$ cat src/rtl/lctcw_pkg.sv
package lctcw_pkg;

	localparam int SAMPLE_BITS = 24;
	localparam int FRAC_BITS   = 20;
	localparam int SLOPE_W     = 52;
	localparam int WEIGHT_W    = 32;
	localparam int SUM_W       = 32;
	localparam int CNT_W       = 8;
	// step count of the shared unit; covers SLOPE_W + FRAC_BITS up to FRAC_BITS = 75
	localparam int STEP_W      = 7;

	localparam logic [CNT_W-1:0] READINGS_RST = 8'd10;
	localparam logic [CNT_W-1:0] DISCARD_RST  = 8'd5;

	localparam logic [2:0] REQ_WEIGH      = 3'd0;
	localparam logic [2:0] REQ_TARE       = 3'd1;
	localparam logic [2:0] REQ_CAL        = 3'd2;
	localparam logic [2:0] REQ_SET_OFFSET = 3'd3;
	localparam logic [2:0] REQ_SET_SLOPE  = 3'd4;

	localparam logic [1:0] ST_OK      = 2'd0;
	localparam logic [1:0] ST_COLLECT = 2'd1;
	localparam logic [1:0] ST_BAD     = 2'd2;
	localparam logic [1:0] ST_SAT     = 2'd3;

	localparam logic [1:0] RUN_NONE = 2'd0;
	localparam logic [1:0] RUN_TARE = 2'd1;
	localparam logic [1:0] RUN_CAL  = 2'd2;

	localparam logic [0:0] REG_READINGS = 1'b0;
	localparam logic [0:0] REG_DISCARD  = 1'b1;

	localparam logic OP_MUL = 1'b0;
	localparam logic OP_DIV = 1'b1;

	typedef struct packed {
		logic [2:0]                req_type;
		logic [SAMPLE_BITS-1:0]    raw_code;
		logic signed [SLOPE_W-1:0] operand;
	} in_item_t;

	typedef struct packed {
		logic signed [WEIGHT_W-1:0] weight;
		logic [SAMPLE_BITS-1:0]     reading;
		logic [SAMPLE_BITS-1:0]     offset_out;
		logic signed [SLOPE_W-1:0]  slope_out;
		logic                       run_done;
		logic [1:0]                 status;
	} out_item_t;

	typedef struct packed {
		logic              start;
		logic              op;
		logic [STEP_W-1:0] steps;
	} cmd_t;

endpackage

$ cat src/rtl/lctcw_arith.sv
module lctcw_arith #(
	parameter int FRAC_BITS = lctcw_pkg::FRAC_BITS
) (
	input  logic                                  clk,
	input  logic                                  arst_n,
	input  lctcw_pkg::cmd_t                       cmd,
	input  logic [lctcw_pkg::SLOPE_W+FRAC_BITS-1:0] opa,
	input  logic [lctcw_pkg::SLOPE_W-1:0]         opb,
	output logic                                  done,
	output logic [lctcw_pkg::SLOPE_W:0]           hi,
	output logic [lctcw_pkg::SLOPE_W+FRAC_BITS-1:0] lo
);

	localparam int SB = lctcw_pkg::SAMPLE_BITS;
	localparam int SW = lctcw_pkg::SLOPE_W;
	localparam int DW = SW + FRAC_BITS;
	localparam int HW = SW + 1;

	logic [HW-1:0]                hi_q;
	logic [DW-1:0]                lo_q;
	logic [SW-1:0]                b_q;
	logic [lctcw_pkg::STEP_W-1:0] cnt_q;
	logic                         busy_q;
	logic                         div_q;
	logic                         done_q;

	logic [HW-1:0] add_a;
	logic [HW-1:0] add_b;
	logic          add_ci;
	logic [HW-1:0] sum;
	logic [SB:0]   r_sh;
	logic          r_lt;
	logic [HW-1:0] hi_add;

	// one adder serves both: hi + multiplicand, or shifted remainder - divisor
	assign r_sh = {hi_q[SB-1:0], lo_q[DW-1]};
	always_comb begin
		if (div_q) begin
			add_a  = {{(HW-SB-1){1'b0}}, r_sh};
			add_b  = ~{{(HW-SB){1'b0}}, b_q[SB-1:0]};
			add_ci = 1'b1;
		end else begin
			add_a  = hi_q;
			add_b  = {1'b0, b_q};
			add_ci = 1'b0;
		end
	end
	assign sum    = add_a + add_b + {{(HW-1){1'b0}}, add_ci};
	assign r_lt   = sum[HW-1];
	assign hi_add = lo_q[0] ? sum : hi_q;

	always_ff @(posedge clk or negedge arst_n) begin
		if (!arst_n) begin
			busy_q <= 1'b0;
			done_q <= 1'b0;
			cnt_q  <= '0;
			div_q  <= 1'b0;
		end else begin
			done_q <= busy_q && (cnt_q == {{(lctcw_pkg::STEP_W-1){1'b0}}, 1'b1});
			if (cmd.start) begin
				busy_q <= 1'b1;
				cnt_q  <= cmd.steps;
				div_q  <= cmd.op == lctcw_pkg::OP_DIV;
			end else if (busy_q) begin
				cnt_q <= cnt_q - {{(lctcw_pkg::STEP_W-1){1'b0}}, 1'b1};
				if (cnt_q == {{(lctcw_pkg::STEP_W-1){1'b0}}, 1'b1})
					busy_q <= 1'b0;
			end
		end
	end

	always_ff @(posedge clk) begin
		if (cmd.start) begin
			hi_q <= '0;
			lo_q <= opa;
			b_q  <= opb;
		end else if (busy_q) begin
			if (div_q) begin
				// restoring divide, quotient bits enter at the bottom
				hi_q <= {{(HW-SB){1'b0}}, r_lt ? r_sh[SB-1:0] : sum[SB-1:0]};
				lo_q <= {lo_q[DW-2:0], ~r_lt};
			end else begin
				// shift-add multiply, product bits shift into lo at the top
				hi_q <= {1'b0, hi_add[HW-1:1]};
				lo_q <= {hi_add[0], lo_q[DW-1:1]};
			end
		end
	end

	assign done = done_q;
	assign hi   = hi_q;
	assign lo   = lo_q;

endmodule

$ cat src/rtl/load_cell_tare_calibrate_weigh_unit.sv
// Load-cell weighing with tare and span calibration.
// Input channel in_valid/in_stall/in_data carries one request beat: a raw
// two's-complement ADC word, a request type and a 52-bit operand. Every
// request yields exactly one result beat on out_valid/out_stall/out_data.
// Registers readings_count and discard_count are written through
// wr_en/wr_index/wr_data; write them only while idle (not enforced here).
// Path from input beat to result beat:
//   set, unused, collecting and nothing-kept samples: result in the cycle after
//   weigh: 24 shift-add steps of the shared unit
//   run-ending tare sample: 32 divide steps for the mean
//   run-ending calibrate sample: mean divide, then, unless the mean is the offset,
//     a 52 + FRAC_BITS step divide for the slope
// All multiply and divide steps go through one shared adder, so only one
// request is in flight; in_stall stays high until its result is loaded.
// A result waiting under out_stall holds; a new request is taken once it
// has been taken. Reset gives offset 0, slope 1.0, no run active, and
// readings_count 10, discard_count 5.
module load_cell_tare_calibrate_weigh_unit #(
	parameter int FRAC_BITS = lctcw_pkg::FRAC_BITS
) (
	input  logic                 clk,
	input  logic                 arst_n,
	input  logic                 in_valid,
	output logic                 in_stall,
	input  lctcw_pkg::in_item_t  in_data,
	output logic                 out_valid,
	input  logic                 out_stall,
	output lctcw_pkg::out_item_t out_data,
	input  logic                 wr_en,
	input  logic [0:0]           wr_index,
	input  logic [7:0]           wr_data
);

	localparam int SB = lctcw_pkg::SAMPLE_BITS;
	localparam int SW = lctcw_pkg::SLOPE_W;
	localparam int WW = lctcw_pkg::WEIGHT_W;
	localparam int UW = lctcw_pkg::SUM_W;
	localparam int CW = lctcw_pkg::CNT_W;
	localparam int DW = SW + FRAC_BITS;
	localparam int HW = SW + 1;
	localparam int PW = SW + SB;

	localparam logic [1:0] S_IDLE = 2'd0;
	localparam logic [1:0] S_MUL  = 2'd1;
	localparam logic [1:0] S_AVG  = 2'd2;
	localparam logic [1:0] S_CAL  = 2'd3;

	localparam logic [SW-1:0] ONE_SW    = {{(SW-1){1'b0}}, 1'b1};
	localparam logic [SW-1:0] SLOPE_ONE = ONE_SW << FRAC_BITS;
	localparam logic [DW-1:0] HALF_DW   = {{(DW-1){1'b0}}, 1'b1} << (SW - 1);
	localparam logic [WW-1:0] LIM_NEG   = {1'b1, {(WW-1){1'b0}}};
	localparam logic [WW-1:0] LIM_POS   = {1'b0, {(WW-1){1'b1}}};

	logic [1:0]              state_q, state_nx;
	logic [SB-1:0]           offset_q, offset_nx;
	logic [SW-1:0]           slope_q, slope_nx;
	logic [CW-1:0]           run_cnt_q, run_cnt_nx;
	logic [UW-1:0]           run_sum_q, run_sum_nx;
	logic [1:0]              run_kind_q, run_kind_nx;
	logic [CW-1:0]           readings_q;
	logic [CW-1:0]           discard_q;
	logic                    neg_q, neg_nx;
	logic                    tare_q, tare_nx;
	logic                    tneg_q, tneg_nx;
	logic [SW-1:0]           tmag_q, tmag_nx;
	logic [SB-1:0]           rd_q, rd_nx;
	logic                    out_valid_q;
	lctcw_pkg::out_item_t    out_q, out_nx;
	logic                    out_ld;

	lctcw_pkg::cmd_t         cmd;
	logic [DW-1:0]           ar_opa;
	logic [SW-1:0]           ar_opb;
	logic                    ar_done;
	logic [HW-1:0]           ar_hi;
	logic [DW-1:0]           ar_lo;

	logic                    accept;
	logic [SB-1:0]           rd;
	logic                    wd_neg;
	logic [SB-1:0]           wd_mag;
	logic                    s_neg;
	logic [SW-1:0]           s_mag;
	logic [SW-1:0]           op_u;
	logic                    op_neg;
	logic [SW-1:0]           op_mag;
	logic [SB-1:0]           off_set;
	logic [CW-1:0]           total;
	logic [1:0]              kind_in;
	logic                    fresh;
	logic [CW-1:0]           cnt_new;
	logic [UW-1:0]           sum_base;
	logic [UW-1:0]           sum_new;
	logic                    run_end;
	logic                    no_keep;
	logic [CW-1:0]           avg_div;

	logic [PW-1:0]           prod;
	logic [PW-1:0]           w_sh;
	logic                    w_sat;
	logic [WW-1:0]           w_lim;
	logic [WW-1:0]           w_mm;
	logic [WW-1:0]           w_val;
	logic [SB-1:0]           avg;
	logic                    c_neg;
	logic [SB-1:0]           c_mag;
	logic [DW-1:0]           q_lim;
	logic [DW-1:0]           q_sat;
	logic [SW-1:0]           slope_cal;

	assign accept   = in_valid & ~in_stall;
	assign in_stall = (state_q != S_IDLE) | (out_valid_q & out_stall);

	// request-side operands
	assign rd     = in_data.raw_code ^ {1'b1, {(SB-1){1'b0}}};
	assign wd_neg = rd < offset_q;
	assign wd_mag = wd_neg ? offset_q - rd : rd - offset_q;
	assign s_neg  = slope_q[SW-1];
	assign s_mag  = s_neg ? ~slope_q + ONE_SW : slope_q;
	assign op_u   = in_data.operand;
	assign op_neg = op_u[SW-1];
	assign op_mag = op_neg ? ~op_u + ONE_SW : op_u;
	assign off_set = op_neg ? '0 : (|op_u[SW-1:SB] ? {SB{1'b1}} : op_u[SB-1:0]);

	// run bookkeeping; a sample of the other kind restarts the run
	assign total    = (readings_q == '0) ? {{(CW-1){1'b0}}, 1'b1} : readings_q;
	assign kind_in  = (in_data.req_type == lctcw_pkg::REQ_TARE) ?
		lctcw_pkg::RUN_TARE : lctcw_pkg::RUN_CAL;
	assign fresh    = run_kind_q != kind_in;
	assign cnt_new  = (fresh ? '0 : run_cnt_q) + {{(CW-1){1'b0}}, 1'b1};
	assign sum_base = fresh ? '0 : run_sum_q;
	assign sum_new  = (cnt_new > discard_q) ? sum_base + {{(UW-SB){1'b0}}, rd} : sum_base;
	assign run_end  = cnt_new >= total;
	assign no_keep  = total <= discard_q;
	assign avg_div  = total - discard_q;

	// weigh finish: drop fraction, saturate to 32 bits
	assign prod  = {ar_hi[SW-1:0], ar_lo[DW-1 -: SB]};
	assign w_sh  = prod >> FRAC_BITS;
	assign w_lim = neg_q ? LIM_NEG : LIM_POS;
	assign w_sat = (|w_sh[PW-1:WW]) | (w_sh[WW-1:0] > w_lim);
	assign w_mm  = w_sat ? w_lim : w_sh[WW-1:0];
	assign w_val = neg_q ? ~w_mm + {{(WW-1){1'b0}}, 1'b1} : w_mm;

	// mean and calibration divisor
	assign avg   = ar_lo[SB-1:0];
	assign c_neg = avg < offset_q;
	assign c_mag = c_neg ? offset_q - avg : avg - offset_q;

	// slope finish: clamp to the 52-bit signed range
	assign q_lim     = neg_q ? HALF_DW : HALF_DW - {{(DW-1){1'b0}}, 1'b1};
	assign q_sat     = (ar_lo > q_lim) ? q_lim : ar_lo;
	assign slope_cal = neg_q ? ~q_sat[SW-1:0] + ONE_SW : q_sat[SW-1:0];

	always_comb begin
		state_nx    = state_q;
		offset_nx   = offset_q;
		slope_nx    = slope_q;
		run_cnt_nx  = run_cnt_q;
		run_sum_nx  = run_sum_q;
		run_kind_nx = run_kind_q;
		neg_nx      = neg_q;
		tare_nx     = tare_q;
		tneg_nx     = tneg_q;
		tmag_nx     = tmag_q;
		rd_nx       = rd_q;
		cmd         = '0;
		ar_opa      = '0;
		ar_opb      = '0;
		out_ld      = 1'b0;
		out_nx.weight     = '0;
		out_nx.reading    = (state_q == S_IDLE) ? rd : rd_q;
		out_nx.offset_out = offset_q;
		out_nx.slope_out  = slope_q;
		out_nx.run_done   = 1'b0;
		out_nx.status     = lctcw_pkg::ST_OK;
		case (state_q)
			S_IDLE: begin
				if (accept) begin
					rd_nx = rd;
					case (in_data.req_type)
						lctcw_pkg::REQ_WEIGH: begin
							cmd.start = 1'b1;
							cmd.op    = lctcw_pkg::OP_MUL;
							cmd.steps = lctcw_pkg::STEP_W'(SB);
							ar_opa    = {{(DW-SB){1'b0}}, wd_mag};
							ar_opb    = s_mag;
							neg_nx    = s_neg ^ wd_neg;
							state_nx  = S_MUL;
						end
						lctcw_pkg::REQ_TARE, lctcw_pkg::REQ_CAL: begin
							if (run_end) begin
								run_cnt_nx  = '0;
								run_sum_nx  = '0;
								run_kind_nx = lctcw_pkg::RUN_NONE;
								if (no_keep) begin
									out_ld          = 1'b1;
									out_nx.run_done = 1'b1;
									out_nx.status   = lctcw_pkg::ST_BAD;
								end else begin
									cmd.start = 1'b1;
									cmd.op    = lctcw_pkg::OP_DIV;
									cmd.steps = lctcw_pkg::STEP_W'(UW);
									ar_opa    = {sum_new, {(DW-UW){1'b0}}};
									ar_opb    = {{(SW-CW){1'b0}}, avg_div};
									tare_nx   = kind_in == lctcw_pkg::RUN_TARE;
									tneg_nx   = op_neg;
									tmag_nx   = op_mag;
									state_nx  = S_AVG;
								end
							end else begin
								run_cnt_nx    = cnt_new;
								run_sum_nx    = sum_new;
								run_kind_nx   = kind_in;
								out_ld        = 1'b1;
								out_nx.status = lctcw_pkg::ST_COLLECT;
							end
						end
						lctcw_pkg::REQ_SET_OFFSET: begin
							offset_nx         = off_set;
							out_ld            = 1'b1;
							out_nx.offset_out = off_set;
						end
						lctcw_pkg::REQ_SET_SLOPE: begin
							slope_nx         = op_u;
							out_ld           = 1'b1;
							out_nx.slope_out = op_u;
						end
						default: begin
							out_ld = 1'b1;
						end
					endcase
				end
			end
			S_MUL: begin
				if (ar_done) begin
					out_ld        = 1'b1;
					out_nx.weight = w_val;
					out_nx.status = w_sat ? lctcw_pkg::ST_SAT : lctcw_pkg::ST_OK;
					state_nx      = S_IDLE;
				end
			end
			S_AVG: begin
				if (ar_done) begin
					if (tare_q) begin
						offset_nx         = avg;
						out_ld            = 1'b1;
						out_nx.run_done   = 1'b1;
						out_nx.offset_out = avg;
						state_nx          = S_IDLE;
					end else if (c_mag == '0) begin
						out_ld          = 1'b1;
						out_nx.run_done = 1'b1;
						out_nx.status   = lctcw_pkg::ST_BAD;
						state_nx        = S_IDLE;
					end else begin
						// target scaled by 2^FRAC_BITS over |mean - offset|
						cmd.start = 1'b1;
						cmd.op    = lctcw_pkg::OP_DIV;
						cmd.steps = lctcw_pkg::STEP_W'(DW);
						ar_opa    = {tmag_q, {FRAC_BITS{1'b0}}};
						ar_opb    = {{(SW-SB){1'b0}}, c_mag};
						neg_nx    = tneg_q ^ c_neg;
						state_nx  = S_CAL;
					end
				end
			end
			S_CAL: begin
				if (ar_done) begin
					slope_nx         = slope_cal;
					out_ld           = 1'b1;
					out_nx.run_done  = 1'b1;
					out_nx.slope_out = slope_cal;
					state_nx         = S_IDLE;
				end
			end
			default: begin
				state_nx = S_IDLE;
			end
		endcase
	end

	lctcw_arith #(
		.FRAC_BITS(FRAC_BITS)
	) u_arith (
		.clk   (clk),
		.arst_n(arst_n),
		.cmd   (cmd),
		.opa   (ar_opa),
		.opb   (ar_opb),
		.done  (ar_done),
		.hi    (ar_hi),
		.lo    (ar_lo)
	);

	always_ff @(posedge clk or negedge arst_n) begin
		if (!arst_n) begin
			state_q     <= S_IDLE;
			offset_q    <= '0;
			slope_q     <= SLOPE_ONE;
			run_cnt_q   <= '0;
			run_sum_q   <= '0;
			run_kind_q  <= lctcw_pkg::RUN_NONE;
			readings_q  <= lctcw_pkg::READINGS_RST;
			discard_q   <= lctcw_pkg::DISCARD_RST;
			out_valid_q <= 1'b0;
		end else begin
			state_q    <= state_nx;
			offset_q   <= offset_nx;
			slope_q    <= slope_nx;
			run_cnt_q  <= run_cnt_nx;
			run_sum_q  <= run_sum_nx;
			run_kind_q <= run_kind_nx;
			if (out_ld)
				out_valid_q <= 1'b1;
			else if (!out_stall)
				out_valid_q <= 1'b0;
			if (wr_en) begin
				case (wr_index)
					lctcw_pkg::REG_READINGS: readings_q <= wr_data;
					lctcw_pkg::REG_DISCARD:  discard_q  <= wr_data;
					default: ;
				endcase
			end
		end
	end

	always_ff @(posedge clk) begin
		neg_q  <= neg_nx;
		tare_q <= tare_nx;
		tneg_q <= tneg_nx;
		tmag_q <= tmag_nx;
		rd_q   <= rd_nx;
		if (out_ld)
			out_q <= out_nx;
	end

	assign out_valid = out_valid_q;
	assign out_data  = out_q;

`ifndef ASSERT_OFF
	// a result never waits while a request is being worked on
	a_busy_no_out: assert property (@(posedge clk) disable iff (!arst_n)
		state_q != S_IDLE |-> !out_valid_q)
		else $error("result pending during computation");

	// the shared unit only finishes for a request in flight
	a_done_busy: assert property (@(posedge clk) disable iff (!arst_n)
		ar_done |-> state_q != S_IDLE)
		else $error("arith done while idle");

	// no run active means empty counters
	a_run_clear: assert property (@(posedge clk) disable iff (!arst_n)
		run_kind_q == lctcw_pkg::RUN_NONE |-> run_cnt_q == '0 && run_sum_q == '0)
		else $error("run state left over");

	// an accepted request always leaves idle or loads a result
	a_accept_progress: assert property (@(posedge clk) disable iff (!arst_n)
		accept |=> out_valid_q || state_q != S_IDLE)
		else $error("request dropped");
`endif

endmodule

$ cat config.mk
export PLATFORM = sky130hd
export DESIGN_NAME = load_cell_tare_calibrate_weigh_unit
export DESIGN_NICKNAME = d
export VERILOG_FILES = /design/src/rtl/lctcw_pkg.sv /design/src/rtl/lctcw_arith.sv /design/src/rtl/load_cell_tare_calibrate_weigh_unit.sv
export SDC_FILE = /design/constraint.sdc
export NUM_CORES = 2
export LEC_CHECK = 0
export BUFFER_PORTS_ARGS = -buffer_cell sky130_fd_sc_hd__buf_4
export CORE_MARGIN = 4
export CORE_UTILIZATION = 40
export DETAILED_ROUTE_END_ITERATION = 10
export PLACE_DENSITY = 0.53
export REMOVE_ABC_BUFFERS = 1
export SLEW_MARGIN = 20
export SYNTH_ARGS = -nofsm -noshare
export SYNTH_HDL_FRONTEND = slang
export SYNTH_SLANG_ARGS = --single-unit
$ cat constraint.sdc
create_clock -name clk -period 35.3 [get_ports clk]
set_input_delay 7.06 -clock clk [delete_from_list [all_inputs] [get_ports clk]]
set_output_delay 7.06 -clock clk [all_outputs]
set_load 0.01 [all_outputs]
# Word-level counts from Yosys, hierarchy flattened
# Cells that the tools add are included.
dict set report totals {
  register_bits 538
  latch_bits 0
  ram_bits 0
  romBits 0
  input_bits 93
  output_inout_bits 137
  elab_cells 219
  n_memories 0
}
dict set report classes {
  addsub 14
  n_mul 0
  n_div 0
  magnitude_cmp 7
  eq_ne 21
  n_shift 0
  n_mux 110
  bitwise 16
  n_reduce_logical 23
}
# operator n
set ops {}
lappend ops {{$mux W72} 9}
lappend ops {{$mux W52} 9}
lappend ops {{$pmux W52 S2} 4}
lappend ops {{$mux W24} 13}
lappend ops {{$pmux W72 S2} 2}
lappend ops {{$mux W53} 4}
lappend ops {{$mux W32} 6}
lappend ops {{$add A52 B1 Y52 const B} 3}
lappend ops {{$not A52 Y52} 3}
lappend ops {{$pmux W24 S2} 2}
lappend ops {{$sub A24 B24 Y24} 4}
lappend ops {{$mux W79} 1}
lappend ops {{$gt A72 B52 Y1} 1}
lappend ops {{$mux W9} 6}
lappend ops {{$add A53 B1 Y53} 1}
lappend ops {{$add A53 B53 Y53} 1}
lappend ops {{$not A24 Y53} 1}
lappend ops {{$mux W51} 1}
lappend ops {{$lt A24 B24 Y1} 2}
lappend ops {{$mux W8} 5}
lappend ops {{$pmux W9 S2} 2}
lappend ops {{$add A32 B1 Y32 const B} 1}
lappend ops {{$add A32 B24 Y32} 1}
lappend ops {{$gt A32 B32 Y1} 1}
lappend ops {{43 further kinds} 108}

# Logic depth before layout (Yosys ltp)
dict set report depth {
  word_depth 13
  depth_mapped 29
  depth_no_buf 24
}

# Hierarchy
# From an unflattened synthesis, not the netlist that was laid out.
dict set report hier_totals {
  cells_unflattened 4762
  area_unflattened_um2 41888.9
}
# mod instances cells_each area_each_um2 seq_area_each_um2
set modules_own_cells {}
lappend modules_own_cells {load_cell_tare_calibrate_weigh_unit 1 3554 30006.3 9860.7}
lappend modules_own_cells {lctcw_arith 1 1208 11882.6 5014.8}

# Least setup slack after synthesis
# No wires, ideal clock.
dict set report synth_path {
  kind {flip-flop to flip-flop}
  start {register u_arith.lo_q[0] (netlist: u_arith.lo[0])}
  end {register out_q (netlist bit out_data[0]), enable pin}
  setup_ns 0.828
  t_arrival_ns 14.241
  required_ns 34.472
  path_slack_ns 20.231
  path_stages_with_launch 18
  n_path_buf 2
  period_less_slack_ns 15.069
  path_cell_list {edfxtp_1 inv_1 clkbuf_1 ha_1 fa_1 nand2b_1 a21oi_1 o21a_1 o21a_1 nor2_1 clkbuf_1 mux2i_1 xor2_1 nand4_1 or4_1 nor4_1 nor2_1 o31ai_1}
}
dict set report synth_between {
  elab_chain_cells 7
  elab_cells_between_ends 9
  classes_between {add/sub: 2; order compare: 1; mux: 5; reduce/logical: 1}
}
# item line_no
set synth_lines {}
lappend synth_lines {{from (decl)} lctcw_arith.sv:20} ;# logic [DW-1:0] lo_q;
lappend synth_lines {{from (signal assigned)} lctcw_arith.sv:75} ;# lo_q <= opa;
lappend synth_lines {{from (signal assigned)} lctcw_arith.sv:81} ;# lo_q <= {lo_q[DW-2:0], ~r_lt};
lappend synth_lines {{from (signal assigned)} lctcw_arith.sv:85} ;# lo_q <= {hi_add[0], lo_q[DW-1:1]};
lappend synth_lines {{$sub A24 B24 Y24 / $lt A24 B24 Y1 (equally long branches)} {load_cell_tare_calibrate_weigh_unit.sv:148, load_cell_tare_calibrate_weigh_unit.sv:147}}
lappend synth_lines {{$mux W24 *} load_cell_tare_calibrate_weigh_unit.sv:148} ;# assign c_mag = c_neg ? offset_q - avg : avg - offset_q;
lappend synth_lines {{$logic_not A24 Y1 *} load_cell_tare_calibrate_weigh_unit.sv:251} ;# end else if (c_mag == '0) begin
lappend synth_lines {{$mux W1 *} load_cell_tare_calibrate_weigh_unit.sv:251}
lappend synth_lines {{$mux W1 *} load_cell_tare_calibrate_weigh_unit.sv:245} ;# if (tare_q) begin
lappend synth_lines {{$mux W1 *} load_cell_tare_calibrate_weigh_unit.sv:244} ;# if (ar_done) begin
lappend synth_lines {{$pmux W1 S3 *} load_cell_tare_calibrate_weigh_unit.sv:177} ;# case (state_q)
lappend synth_lines {{named net out_ld} load_cell_tare_calibrate_weigh_unit.sv:69} ;# logic out_ld;
lappend synth_lines {{to (signal assigned)} load_cell_tare_calibrate_weigh_unit.sv:335} ;# out_q <= out_nx;
lappend synth_lines {{to (decl)} load_cell_tare_calibrate_weigh_unit.sv:68} ;# lctcw_pkg::out_item_t out_q, out_nx;
# The timed path passes the listed nets; every way through them passes the cells marked *.
# A chain may end at the register's enable or synchronous reset.

# Worst setup path in the final report
dict set report layout_path {
  start {input port out_stall}
  end {output port in_stall}
}
dict set report layout_between {
  elab_chain_cells 2
}
# item line_no
set layout_lines {}
lappend layout_lines {{from (decl)} load_cell_tare_calibrate_weigh_unit.sv:27} ;# input logic out_stall,
lappend layout_lines {{$and A1 B1 Y1} load_cell_tare_calibrate_weigh_unit.sv:112} ;# assign in_stall = (state_q != S_IDLE) | (out_valid_q & out_stall);
lappend layout_lines {{$or A1 B1 Y1} load_cell_tare_calibrate_weigh_unit.sv:112}
lappend layout_lines {{to (decl)} load_cell_tare_calibrate_weigh_unit.sv:24} ;# output logic in_stall,
# Every way passes these cells.

==> flow_summary.json <==
{
  "status": "complete, no violations",
  "dp_slack_ns": 20.77,
  "endpoint": "in_stall",
  "placed_cells": 6080,
  "cts_setup_buffers": 0,
  "track_usage_pct": 28.5,
  "setup_viol": 0,
  "worst_slack_ns": 20.76,
  "reg2reg_to": "out_data[45]",
  "start_util_pct": 40.3,
  "critPathKind": "input pin to output pin",
  "antenna_found_initial": 12,
  "rows": 118,
  "via_per_inst": 6.12,
  "hold_class": "flop to flop",
  "clock.fmax_mhz": 68.8,
  "dpl.hpwl_um": 119000,
  "synth_edf_count": 338,
  "cts-resized-gates": 0,
  "cpMaxStageDelayCell": "buf_4",
  "coreArea_um2": 103000,
  "p_per_area_nw_per_um2": 95.3,
  "vdd.ir_drop.worst_mv": 0.0492,
  "cap_violations": 0,
  "ant_nets": 0,
  "multi_input_area_um2": 25000,
  "cts_tree": "done",
  "required_ns": 28.24,
  "ctsHoldBuffers": 0,
  "dr.pass1.iters": 5,
  "die_height_um": 331,
  "drive_gt1_share_pct": 13.0,
  "place.gp.congestion": 0.964,
  "fillers": 10334,
  "relSlewSlack_pct": 29.4,
  "design_area_um2": 46900,
  "yosys.area.top_type": "edfxtp_1",
  "route.detailed.drc": 0,
  "tightest_slew_ns": 1.06,
  "fin_cells": 6208,
  "port_buffers": 229,
  "syn_inst": 4699,
  "yosys-top-cells-area": "edfxtp_1, ha_1, dfrtp_1",
  "routedWlPerCell_um": 25.8,
  "via_count": 38019,
  "grt-ovfl-total": 0,
  "start_kind": "input pin",
  "finalHoldViolCount": 0,
  "reg2regPathDepth": 26,
  "grt_start_max_net_pins": 92,
  "synth-async-reset-ratio_pct": 27.4,
  "timing.rr.start": "neg_q",
  "num_io_pins": 230,
  "synth_cell_types": 83,
  "numCtsBuffers": 69,
  "yosysWarnings": 0,
  "slew_violations": 0,
  "rsz0062_at_grt": "no",
  "p_leak_nw": 19.0,
  "startpoint": "out_stall",
  "routed_wl_um": 160000,
  "cts_root_buffer": "clkbuf_16",
  "first_global_vias": 36194,
  "worstPathCellList": "buf_4, nand2_1, nand2_1, buf_4",
  "cp_data_arrival_time_ns": 7.48,
  "drt_iter0_markers": 4089,
  "clkTransAtPathRegs_ns": 0.06,
  "syn_to_final_growth_pct": 12.8,
  "ys_ff_latch": 537,
  "clock_latency_ns": 0.64,
  "h-tree-depth": 3,
  "r2r_slack_ns": 25.56,
  "cp_max_fo": 3,
  "seqCellArea_um2": 14900,
  "clock_path_buffers": 3,
  "p_total_mw": 4.47,
  "endpoint_kind": "output pin",
  "synth_area_per_cell_um2": 8.86,
  "post-route-min-period_ns": 14.54,
  "clock_skew_ns": 0.0304,
  "placed_cell_area_um2": 44600,
  "fp.dieW_um": 331,
  "grt_pass1_wl_um": 236000,
  "cts_num_sinks": 537,
  "yosys.area.top_type_share_pct": 24.4,
  "syn-cell-area_um2": 41600,
  "dieArea_um2": 109000,
  "critPathMaxStageDelay_ns": 0.16,
  "fin_crit_sh_pct": 41.2,
  "setup_tns_ns": 0,
  "ys_seq_area_share_pct": 35.7,
  "synthFlopType": "edfxtp_1",
  "nets": 5159
}
==> worst min path at each step <==
stage                            start           end  slack (ns)  cells after the start
after CTS                 run_sum_q[5]  run_sum_q[5]        0.47                      2
after floorplan           run_sum_q[0]  run_sum_q[0]        0.44                      2
after global routing      run_sum_q[5]  run_sum_q[5]        0.48                      2
final                     run_sum_q[4]  run_sum_q[4]        0.47                      2
after global placement    run_sum_q[5]  run_sum_q[5]        0.45                      2
after detailed placement  run_sum_q[5]  run_sum_q[5]        0.46                      2
==> worst max-delay path, delay by kind of cell <==
family	cells	cell delay, ns
buffers and inverters	2	0.26
AND/OR/NAND/NOR	2	0.15
==> Yosys cell counts (all sizes together), types with 63 or more instances <==
library cell  number
a22oi             78
a21oi            412
o22ai             92
edfxtp           338
a21o             115
xnor2            149
clkbuf           282
dfrtp            142
mux2             112
nand2            350
mux2i            141
o21ai            376
inv              161
ha               288
nand4             63
xor2             129
nor2             386
nor3             113
==> area by class of cell <==
| class | instances | share of cell area [%] |
|---|---|---|
| well taps | 1380 | 3.68 |
| flip-flops and latches | 537 | 31.7 |
| repair buffers | 317 | 5.08 |
| multi-input cells | 3683 | 53.4 |
| clock inverters | 33 | 0.749 |
| clock buffers | 92 | 4.08 |
| inverters | 163 | 1.31 |
| diodes | 3 | 0.0160 |
==> power breakdown <==
group          total [mW]  internal, mW  switching (mW)  leakage [nW]
Clock               0.723         0.427           0.296          1.11
Sequential           1.14         0.894           0.242          5.51
Combinational        2.61         0.995            1.62          12.4
Total                4.47          2.32            2.16          19.0
==> metal layers <==
| metal | up-vias | part of all wire [%] | routed length [µm] | GRT usage, % |
|---|---|---|---|---|
| met2 | 1580 | 46 | 73900 | 46.7 |
| met1 | 18491 | 42 | 66900 | 37.3 |
| li1 | 17616 | - | - | - |
| met3 | 330 | 7.1 | 11400 | 3.99 |
| met4 | 2 | 5.1 | 8220 | 13.2 |
| met5 | - | 0.0075 | 12 | 0 |
==> stage by stage <==
step	hold WS, ns	utilization (%)
floorplan	0.440	-
global placement	0.451	43.2
detailed placement	0.458	43.2
CTS	0.471	45.4
global route	0.482	45.4
finish	0.469	45.4
==> kinds of logic after synthesis <==
logic type	share of synthesized area, %
adders and majority gates	9.00
muxes	6.42
DFF	35.7
xor gates and xnor gates	5.85
AOI/OAI and AO/OA	23.1
and+or+nand+nor	15.5
buffers and inverters	4.34
==> sequential cells by signal (all words and copies together), names as in the netlist, 7 cells and up <==
name           cells
out_data         135
u_arith.lo        72
slope_q           52
tmag_q            52
u_arith.b_q       52
u_arith.hi        52
run_sum_q         32
offset_q          24
rd_q              24
discard_q          8
readings_q         8
run_cnt_q          8
u_arith.cnt_q      7
==> placed cells by master (no fill, tap or decap), drive strengths merged, types with 22 or more instances in the layout <==
master / instances
buf: 316
nand4: 63
ha: 288
a211oi: 47
dfrtp: 142
and2: 37
nand2b: 34
o221ai: 23
nor2b: 62
o22ai: 92
clkinv: 22
o21ai: 376
o22a: 29
dfxtp: 52
inv: 165
a21oi: 412
or4: 35
o31ai: 61
o21a: 43
a22oi: 78
mux2i: 141
nor3: 113
xor2: 129
edfxtp: 338
a31oi: 37
or3: 58
and3: 30
clkbuf: 93
nand3: 56
or2: 45
xnor2: 149
a21o: 115
nor2: 386
nand2: 350
o21bai: 25
mux2: 112
nor4: 31
(Power assumes the default switching activity.)
